$ cat src/hw/rtl/rmsd_pkg.sv
package rmsd_pkg;

   // Pair count limit; pairs beyond it are dropped and flagged
   localparam int unsigned MAX_ITEMS = 4096;

   // Field and datapath widths
   localparam int unsigned IN_W    = 24;   // signed Q11.12 coordinate
   localparam int unsigned MAG_W   = 24;   // |first - second| never exceeds 2^24 - 1
   localparam int unsigned SQ_W    = 2 * MAG_W;
   localparam int unsigned SUM_W   = 62;
   localparam int unsigned CNT_W   = 13;
   localparam int unsigned RMS_W   = 25;
   localparam int unsigned ROOT_W  = 24;   // root of a mean below 2^48
   localparam int unsigned MEAN_W  = 2 * ROOT_W;
   localparam int unsigned REM_W   = ROOT_W + 1;
   localparam int unsigned ALU_W   = ROOT_W + 2;
   localparam int unsigned STEP_W  = 6;

   // Iteration counts of the shared compare/subtract unit
   localparam int unsigned DIV_STEPS  = SUM_W;
   localparam int unsigned SQRT_STEPS = ROOT_W;

   typedef logic signed [IN_W-1:0] coord_type;
   typedef logic [CNT_W-1:0]        count_type;
   typedef logic [RMS_W-1:0]        rms_type;

endpackage

$ cat src/hw/rtl/rmsd_if.sv
interface rmsd_req_if;
   logic                valid;
   logic                ready;
   rmsd_pkg::coord_type first_value;
   rmsd_pkg::coord_type second_value;
   logic                last_item;

   modport source (output valid, first_value, second_value, last_item, input ready);
   modport sink   (input valid, first_value, second_value, last_item, output ready);
endinterface

interface rmsd_rsp_if;
   logic                valid;
   logic                ready;
   rmsd_pkg::rms_type   rms_value;
   rmsd_pkg::count_type pair_count;
   logic                saturated;

   modport source (output valid, rms_value, pair_count, saturated, input ready);
   modport sink   (input valid, rms_value, pair_count, saturated, output ready);
endinterface

$ cat src/hw/rtl/rms_deviation_accumulator.sv
// RMS deviation of two vectors streamed one element pair per item.
// req_bus (valid/ready) carries first_value, second_value (signed Q11.12) and
// last_item. Each pair's squared difference is added to a running sum; the
// item with last_item set closes the vector and yields one item on rsp_bus:
// rms_value = floor(sqrt(sum / count)) in Q13.12, pair_count and saturated.
// Pairs arriving when MAX_ITEMS pairs are already held are dropped and set
// saturated. Sum, count and flag clear after the last item.
// An ordinary item is accepted in ST_IDLE, squared in ST_MUL and added in ST_ACC;
// ready is low in ST_MUL and ST_ACC, so the next item waits for the accumulate.
// The last item is squared and added the same way. The mean is then formed by
// 62 restoring-division steps and its root by 24 square-root steps on one
// shared 26-bit compare/subtract unit. ST_HOLD then loads the result into the
// output register once that register is free.
// The output register lets new items be accumulated while a result waits;
// if a second result is done before the first is taken, the block holds it
// and keeps ready low until the receiver takes the first.
// Reset (synchronous, active high) clears the sum, count, flag, the sequencer
// and the output valid.
module rms_deviation_accumulator (
   input logic        clock,
   input logic        reset,
   rmsd_req_if.sink   req_bus,
   rmsd_rsp_if.source rsp_bus
);

   typedef enum logic [2:0] {
      ST_IDLE,
      ST_MUL,
      ST_ACC,
      ST_DIV,
      ST_SQRT,
      ST_HOLD
   } state_type;

   localparam int unsigned MAG_W  = rmsd_pkg::MAG_W;
   localparam int unsigned SQ_W   = rmsd_pkg::SQ_W;
   localparam int unsigned SUM_W  = rmsd_pkg::SUM_W;
   localparam int unsigned CNT_W  = rmsd_pkg::CNT_W;
   localparam int unsigned ROOT_W = rmsd_pkg::ROOT_W;
   localparam int unsigned MEAN_W = rmsd_pkg::MEAN_W;
   localparam int unsigned REM_W  = rmsd_pkg::REM_W;
   localparam int unsigned ALU_W  = rmsd_pkg::ALU_W;
   localparam int unsigned STEP_W = rmsd_pkg::STEP_W;

   state_type           state_ff, state_in;
   logic [MAG_W-1:0]    mag_ff, mag_in;
   logic                last_ff, last_in;
   logic [SQ_W-1:0]     prod_ff, prod_in;
   logic [SUM_W-1:0]    sum_ff, sum_in;
   logic [CNT_W-1:0]    items_ff, items_in;
   logic                over_ff, over_in;
   logic [SUM_W-1:0]    work_ff, work_in;
   logic [REM_W-1:0]    rem_ff, rem_in;
   logic [ROOT_W-1:0]   root_ff, root_in;
   logic [CNT_W-1:0]    divisor_ff, divisor_in;
   logic                flag_ff, flag_in;
   logic [STEP_W-1:0]   step_ff, step_in;
   logic                rsp_valid_ff, rsp_valid_in;
   rmsd_pkg::rms_type   rms_out_ff, rms_out_in;
   rmsd_pkg::count_type count_out_ff, count_out_in;
   logic                sat_out_ff, sat_out_in;

   logic                accept;
   logic                out_free;
   logic [MAG_W:0]      diff_full;
   logic [MAG_W:0]      abs_full;
   logic                count_full;
   logic [SUM_W-1:0]    sum_next;
   logic [CNT_W-1:0]    items_next;
   logic                over_next;
   logic [CNT_W:0]      div_shift;
   logic [ALU_W-1:0]    alu_a;
   logic [ALU_W-1:0]    alu_b;
   logic [ALU_W:0]      alu_diff;
   logic                alu_ge;

   assign accept        = req_bus.valid && (state_ff == ST_IDLE);
   assign req_bus.ready = (state_ff == ST_IDLE);
   assign out_free      = !rsp_valid_ff || rsp_bus.ready;

   assign rsp_bus.valid      = rsp_valid_ff;
   assign rsp_bus.rms_value  = rms_out_ff;
   assign rsp_bus.pair_count = count_out_ff;
   assign rsp_bus.saturated  = sat_out_ff;

   // Magnitude of the coordinate difference, taken straight from the input
   assign diff_full = {req_bus.first_value[MAG_W-1], req_bus.first_value}
                    - {req_bus.second_value[MAG_W-1], req_bus.second_value};
   assign abs_full  = diff_full[MAG_W] ? (~diff_full + 1'b1) : diff_full;

   // Accumulate unless the count is full
   assign count_full = (items_ff == CNT_W'(rmsd_pkg::MAX_ITEMS));
   assign sum_next   = count_full ? sum_ff : (sum_ff + SUM_W'(prod_ff));
   assign items_next = count_full ? items_ff : (items_ff + 1'b1);
   assign over_next  = over_ff | count_full;

   // Shared compare/subtract unit: division step or square-root step
   assign div_shift = {rem_ff[CNT_W-1:0], work_ff[SUM_W-1]};

   always_comb begin
      if (state_ff == ST_SQRT) begin
         alu_a = {rem_ff[ALU_W-3:0], work_ff[MEAN_W-1 -: 2]};
         alu_b = ALU_W'({root_ff[ROOT_W-2:0], 2'b01});
      end else begin
         alu_a = ALU_W'(div_shift);
         alu_b = ALU_W'(divisor_ff);
      end
   end

   assign alu_diff = {1'b0, alu_a} - {1'b0, alu_b};
   assign alu_ge   = !alu_diff[ALU_W];

   // Sequencer and datapath next values
   always_comb begin
      state_in     = state_ff;
      mag_in       = mag_ff;
      last_in      = last_ff;
      prod_in      = prod_ff;
      sum_in       = sum_ff;
      items_in     = items_ff;
      over_in      = over_ff;
      work_in      = work_ff;
      rem_in       = rem_ff;
      root_in      = root_ff;
      divisor_in   = divisor_ff;
      flag_in      = flag_ff;
      step_in      = step_ff;
      rsp_valid_in = rsp_valid_ff && !rsp_bus.ready;
      rms_out_in   = rms_out_ff;
      count_out_in = count_out_ff;
      sat_out_in   = sat_out_ff;

      unique case (state_ff)
         ST_IDLE: begin
            if (accept) begin
               mag_in   = abs_full[MAG_W-1:0];
               last_in  = req_bus.last_item;
               state_in = ST_MUL;
            end
         end
         ST_MUL: begin
            prod_in  = mag_ff * mag_ff;
            state_in = ST_ACC;
         end
         ST_ACC: begin
            if (last_ff) begin
               // hand the totals to the divider and clear for the next vector
               work_in    = sum_next;
               divisor_in = items_next;
               flag_in    = over_next;
               sum_in     = '0;
               items_in   = '0;
               over_in    = 1'b0;
               rem_in     = '0;
               step_in    = '0;
               state_in   = ST_DIV;
            end else begin
               sum_in   = sum_next;
               items_in = items_next;
               over_in  = over_next;
               state_in = ST_IDLE;
            end
         end
         ST_DIV: begin
            // restoring division, one quotient bit per cycle
            rem_in  = REM_W'(alu_ge ? alu_diff[CNT_W-1:0] : div_shift[CNT_W-1:0]);
            work_in = {work_ff[SUM_W-2:0], alu_ge};
            step_in = step_ff + 1'b1;
            if (step_ff == STEP_W'(rmsd_pkg::DIV_STEPS - 1)) begin
               rem_in   = '0;
               root_in  = '0;
               step_in  = '0;
               state_in = ST_SQRT;
            end
         end
         ST_SQRT: begin
            // digit-by-digit square root, two mean bits per cycle
            rem_in  = alu_ge ? alu_diff[REM_W-1:0] : alu_a[REM_W-1:0];
            root_in = {root_ff[ROOT_W-2:0], alu_ge};
            work_in = {work_ff[SUM_W-3:0], 2'b00};
            step_in = step_ff + 1'b1;
            if (step_ff == STEP_W'(rmsd_pkg::SQRT_STEPS - 1)) begin
               state_in = ST_HOLD;
            end
         end
         ST_HOLD: begin
            if (out_free) begin
               rsp_valid_in = 1'b1;
               rms_out_in   = rmsd_pkg::RMS_W'(root_ff);
               count_out_in = divisor_ff;
               sat_out_in   = flag_ff;
               state_in     = ST_IDLE;
            end
         end
         default: begin
            state_in = ST_IDLE;
         end
      endcase
   end

   // Control state with reset
   always_ff @(posedge clock) begin
      if (reset) begin
         state_ff     <= ST_IDLE;
         sum_ff       <= '0;
         items_ff     <= '0;
         over_ff      <= 1'b0;
         step_ff      <= '0;
         rsp_valid_ff <= 1'b0;
      end else begin
         state_ff     <= state_in;
         sum_ff       <= sum_in;
         items_ff     <= items_in;
         over_ff      <= over_in;
         step_ff      <= step_in;
         rsp_valid_ff <= rsp_valid_in;
      end
   end

   // Payload registers
   always_ff @(posedge clock) begin
      mag_ff       <= mag_in;
      last_ff      <= last_in;
      prod_ff      <= prod_in;
      work_ff      <= work_in;
      rem_ff       <= rem_in;
      root_ff      <= root_in;
      divisor_ff   <= divisor_in;
      flag_ff      <= flag_in;
      rms_out_ff   <= rms_out_in;
      count_out_ff <= count_out_in;
      sat_out_ff   <= sat_out_in;
   end

endmodule

$ cat src/flat_wrapper.sv
// flat-port wrapper written by rule: the top's interface ports become plain ports
module rms_deviation_accumulator_flat 
  (clock, reset, req_bus_valid, req_bus_first_value, req_bus_second_value, req_bus_last_item, req_bus_ready, rsp_bus_valid, rsp_bus_rms_value, rsp_bus_pair_count, rsp_bus_saturated, rsp_bus_ready);
  rmsd_req_if req_bus_i ();
  rmsd_rsp_if rsp_bus_i ();
  input logic clock;
  input logic reset;
  input wire logic [$bits(req_bus_i.valid)-1:0] req_bus_valid;
  input wire logic [$bits(req_bus_i.first_value)-1:0] req_bus_first_value;
  input wire logic [$bits(req_bus_i.second_value)-1:0] req_bus_second_value;
  input wire logic [$bits(req_bus_i.last_item)-1:0] req_bus_last_item;
  output wire logic [$bits(req_bus_i.ready)-1:0] req_bus_ready;
  output wire logic [$bits(rsp_bus_i.valid)-1:0] rsp_bus_valid;
  output wire logic [$bits(rsp_bus_i.rms_value)-1:0] rsp_bus_rms_value;
  output wire logic [$bits(rsp_bus_i.pair_count)-1:0] rsp_bus_pair_count;
  output wire logic [$bits(rsp_bus_i.saturated)-1:0] rsp_bus_saturated;
  input wire logic [$bits(rsp_bus_i.ready)-1:0] rsp_bus_ready;
  assign req_bus_i.valid = req_bus_valid;
  assign req_bus_i.first_value = req_bus_first_value;
  assign req_bus_i.second_value = req_bus_second_value;
  assign req_bus_i.last_item = req_bus_last_item;
  assign req_bus_ready = req_bus_i.ready;
  assign rsp_bus_valid = rsp_bus_i.valid;
  assign rsp_bus_rms_value = rsp_bus_i.rms_value;
  assign rsp_bus_pair_count = rsp_bus_i.pair_count;
  assign rsp_bus_saturated = rsp_bus_i.saturated;
  assign rsp_bus_i.ready = rsp_bus_ready;
  rms_deviation_accumulator u_core (.clock(clock), .reset(reset), .req_bus(req_bus_i), .rsp_bus(rsp_bus_i));
endmodule
$ cat config.mk
export PLATFORM = sky130hd
export DESIGN_NAME = rms_deviation_accumulator_flat
export DESIGN_NICKNAME = d
export VERILOG_FILES = /design/src/hw/rtl/rmsd_pkg.sv /design/src/hw/rtl/rmsd_if.sv /design/src/hw/rtl/rms_deviation_accumulator.sv /design/src/flat_wrapper.sv
export SDC_FILE = /design/constraint.sdc
export NUM_CORES = 2
export LEC_CHECK = 0
export BUFFER_PORTS_ARGS = -buffer_cell sky130_fd_sc_hd__buf_2
export CAP_MARGIN = 20
export CORE_MARGIN = 2
export CORE_UTILIZATION = 65
export CTS_BUF_LIST = sky130_fd_sc_hd__clkbuf_8
export CTS_CLUSTER_DIAMETER = 100
export DETAILED_ROUTE_END_ITERATION = 16
export PLACE_DENSITY = 0.89
export SYNTH_ARGS = -nofsm -noshare
export SYNTH_HDL_FRONTEND = slang
export SYNTH_SLANG_ARGS = --single-unit
$ cat constraint.sdc
create_clock -name clock -period 22.6 [get_ports clock]
set_input_delay 1.13 -clock clock [delete_from_list [all_inputs] [get_ports clock]]
set_output_delay 1.13 -clock clock [all_outputs]
set_load 0.05 [all_outputs]
==> impl_metrics.json <==
{
  "layout_common_cells": "inv_1, fa_1, nand2_1",
  "n_fill_cell": 3942,
  "ctsResizeCount": 0,
  "crit_path_end_kind": "flop",
  "min_path_cells": 0,
  "syn-num-nets": 4570,
  "postCtsSetupBuffers": 0,
  "routed_via_density": 6.00,
  "setup_viol": 0,
  "layout-drive-gt1-share_pct": 5.98,
  "syn_area_per_cell_sq_um": 9.29,
  "worstSetupPathType": "reg -> reg",
  "cts_root_buffer": "clkbuf_8",
  "core_sq_mm": 0.0538,
  "final.setup_skew_ps": 40.7,
  "nets": 4577,
  "pre_cts_ws_ps": 14470,
  "rsz0062_at_grt": "no",
  "setup_slack_ps": 14360,
  "layout_commonest_cell": "inv_1",
  "fin_crit_ps": 8240,
  "regToRegStartpoint": "u_core.mag_ff[2]",
  "worst_pin_slew_ps": 1160,
  "port_buffers": 92,
  "synth_top_area_share_pct": 24.0,
  "max-slew-margin-rel_pct": 22.3,
  "first_global_vias": 28300,
  "antenna_found_initial": 1,
  "arrival_ps": 8620,
  "die_width_microns": 237,
  "max_freq_mhz": 121,
  "die-area_sq_mm": 0.0564,
  "reg2reg_slack_ps": 14360,
  "drtIter0Drc": 2222,
  "overflow": 0,
  "placed_cells": 4461,
  "route.vias.total": 27400,
  "grt_pass1_wl_microns": 136000,
  "slew_viol_final": 0,
  "synthesis.area_sq_mm": 0.0354,
  "hp-class": "reg -> reg",
  "final.period_utilization_pct": 36.5,
  "gr-usage-all-layers_pct": 29.8,
  "start_util_pct": 65.8,
  "pin_count": 94,
  "h-tree-depth": 2,
  "yosysSeqAreaShare_pct": 24.7,
  "max-cap-violations": 0,
  "yosys_warnings": 0,
  "clockBufferDepth": 3,
  "crit_fanout": 24,
  "ant_nets": 0,
  "cts-hold-fix-buffers": 0,
  "yosysTopAreaCell": "fa_1",
  "hold_start": "u_core.flag_ff",
  "synth.area.top_cells": "fa_1, edfxtp_1, ha_1",
  "synthArstFlopShare_pct": 0,
  "clk_latency_ps": 680,
  "hold_violations": 0,
  "synth_edf_count": 234,
  "cts_made_buffers": 54,
  "wirelength_microns": 83000,
  "die_y_microns": 237,
  "wire_per_inst_microns": 18.2,
  "final_cells": 4563,
  "gp_congestion": 0.957,
  "drcViolationCount": 0,
  "run_status": "finished clean",
  "drtPass1Iterations": 12,
  "synth_seq_cells": 320,
  "worst_setup_path_start_kind": "flop",
  "synthFlopType": "edfxtp_1",
  "critPathRequiredTime_ps": 22980,
  "fin_tns_setup_ps": 0,
  "reg2reg_to": "u_core.prod_ff[45]",
  "cts_tree": "done",
  "area_growth_pct": 5.67,
  "detailed_place_hpwl_microns": 64300,
  "clk_pin_slew_worst_paths_ps": 60,
  "ys_types": 84,
  "postSynthCellCount": 3814,
  "clock_sinks": 320,
  "grt_max_degree": 79,
  "num_rows": 85,
  "hold_end": "u_core.rsp_bus.saturated",
  "final_core_util_pct": 69.6,
  "rr_worst_depth": 26
}
stage by stage:
stage | hold WS (ps) | area [sq um]
after detailed placement | 416 | 36400
after floorplan | 400 | 35400
final | 425 | 37400
after global routing | 424 | 37400
after global placement | 406 | 36400
after CTS | 428 | 37400
worst max-delay path by stage:
stage                                  from            endpoint  slack [ps]  cells past startpoint
after floorplan           u_core.mag_ff[18]  u_core.prod_ff[46]       15420                     26
after global placement     u_core.mag_ff[2]  u_core.prod_ff[45]       14740                     26
after detailed placement   u_core.mag_ff[2]  u_core.prod_ff[45]       14470                     26
after CTS                  u_core.mag_ff[2]  u_core.prod_ff[45]       14410                     26
after global routing       u_core.mag_ff[2]  u_core.prod_ff[44]       14000                     24
final                      u_core.mag_ff[2]  u_core.prod_ff[45]       14360                     26
per-layer routing:
| layer | vias to the layer above | wire [microns] | GRT usage [%] |
|---|---|---|---|
| met1 | 13200 | 31700 | 36.3 |
| li1 | 12600 | - | - |
| met3 | 283 | 6440 | 4.63 |
| met2 | 1299 | 41400 | 52.9 |
| met4 | 0 | 3560 | 12.8 |
| met5 | - | 0 | 0 |
flip-flops by register name, summed over array words and instances, names as in the netlist:
name / flops
u_core.sum_ff: 62
u_core.work_ff: 62
u_core.prod_ff: 47
u_core.mag_ff: 24
u_core.rem_ff: 24
u_core.root_ff: 24
u_core.rsp_bus.rms_value: 24
u_core.divisor_ff: 13
u_core.items_ff: 13
u_core.rsp_bus.pair_count: 13
u_core.step_ff: 6
u_core.state_ff: 3
u_core.flag_ff: 1
u_core.last_ff: 1
u_core.over_ff: 1
u_core.rsp_bus.saturated: 1
u_core.rsp_bus.valid: 1
cell usage after synthesis (35+ instances only):
library cell,count
a21o_1,81
xnor2_1,113
ha_1,278
nor2_1,177
fa_1,425
clkbuf_1,155
and3_1,62
edfxtp_1,234
o21ai_0,147
a21oi_1,219
nand3_1,69
nand2_1,380
inv_1,672
a31oi_1,35
dfxtp_1,86
a22oi_1,82
xor2_1,71
and2_1,129
layout make-up:
cell class | instances | area (sq um) | share of cell area (%)
well taps | 696 | 871 | 2.33
clock inverters | 41 | 260 | 0.695
clock buffers | 60 | 826 | 2.21
flip-flops and latches | 320 | 8750 | 23.4
diodes | 1 | 2.50 | 0.00668
repair buffers | 115 | 633 | 1.69
multi-input cells | 2658 | 23600 | 63.0
inverters | 672 | 2520 | 6.74
critical path, cell delays in order, from the launching register on:
cell and delay (ps):
edfxtp_1 1030, nand2_1 250, fa_1 600, inv_1 60, fa_1 540, inv_1 60, fa_1 520, inv_1 60
fa_1 520, inv_1 70, fa_1 530, inv_1 50, fa_1 470, inv_1 50, fa_1 470, inv_1 40
ha_1 350, and3_1 220, and3_1 190, o21a_1 110, a311oi_1 520, o21bai_1 300, a31oi_1 310, a31o_2 240
nand2b_1 130, a311oi_1 110, xor2_1 170
kinds of logic after synthesis:
kind of cell    Yosys count  share of synthesized area (%)
fa+ha+maj               703                           33.8
compound gates          749                           13.6
flops                   320                           24.7
other cells               1                         0.0106
buf+inv                 836                           8.92
mux                      27                          0.766
simple gates            994                           13.6
xor+xnor                184                           4.55
Power is not shown: default switching activity piles up to over one toggle a cycle in this logic, so the estimate is an artifact.
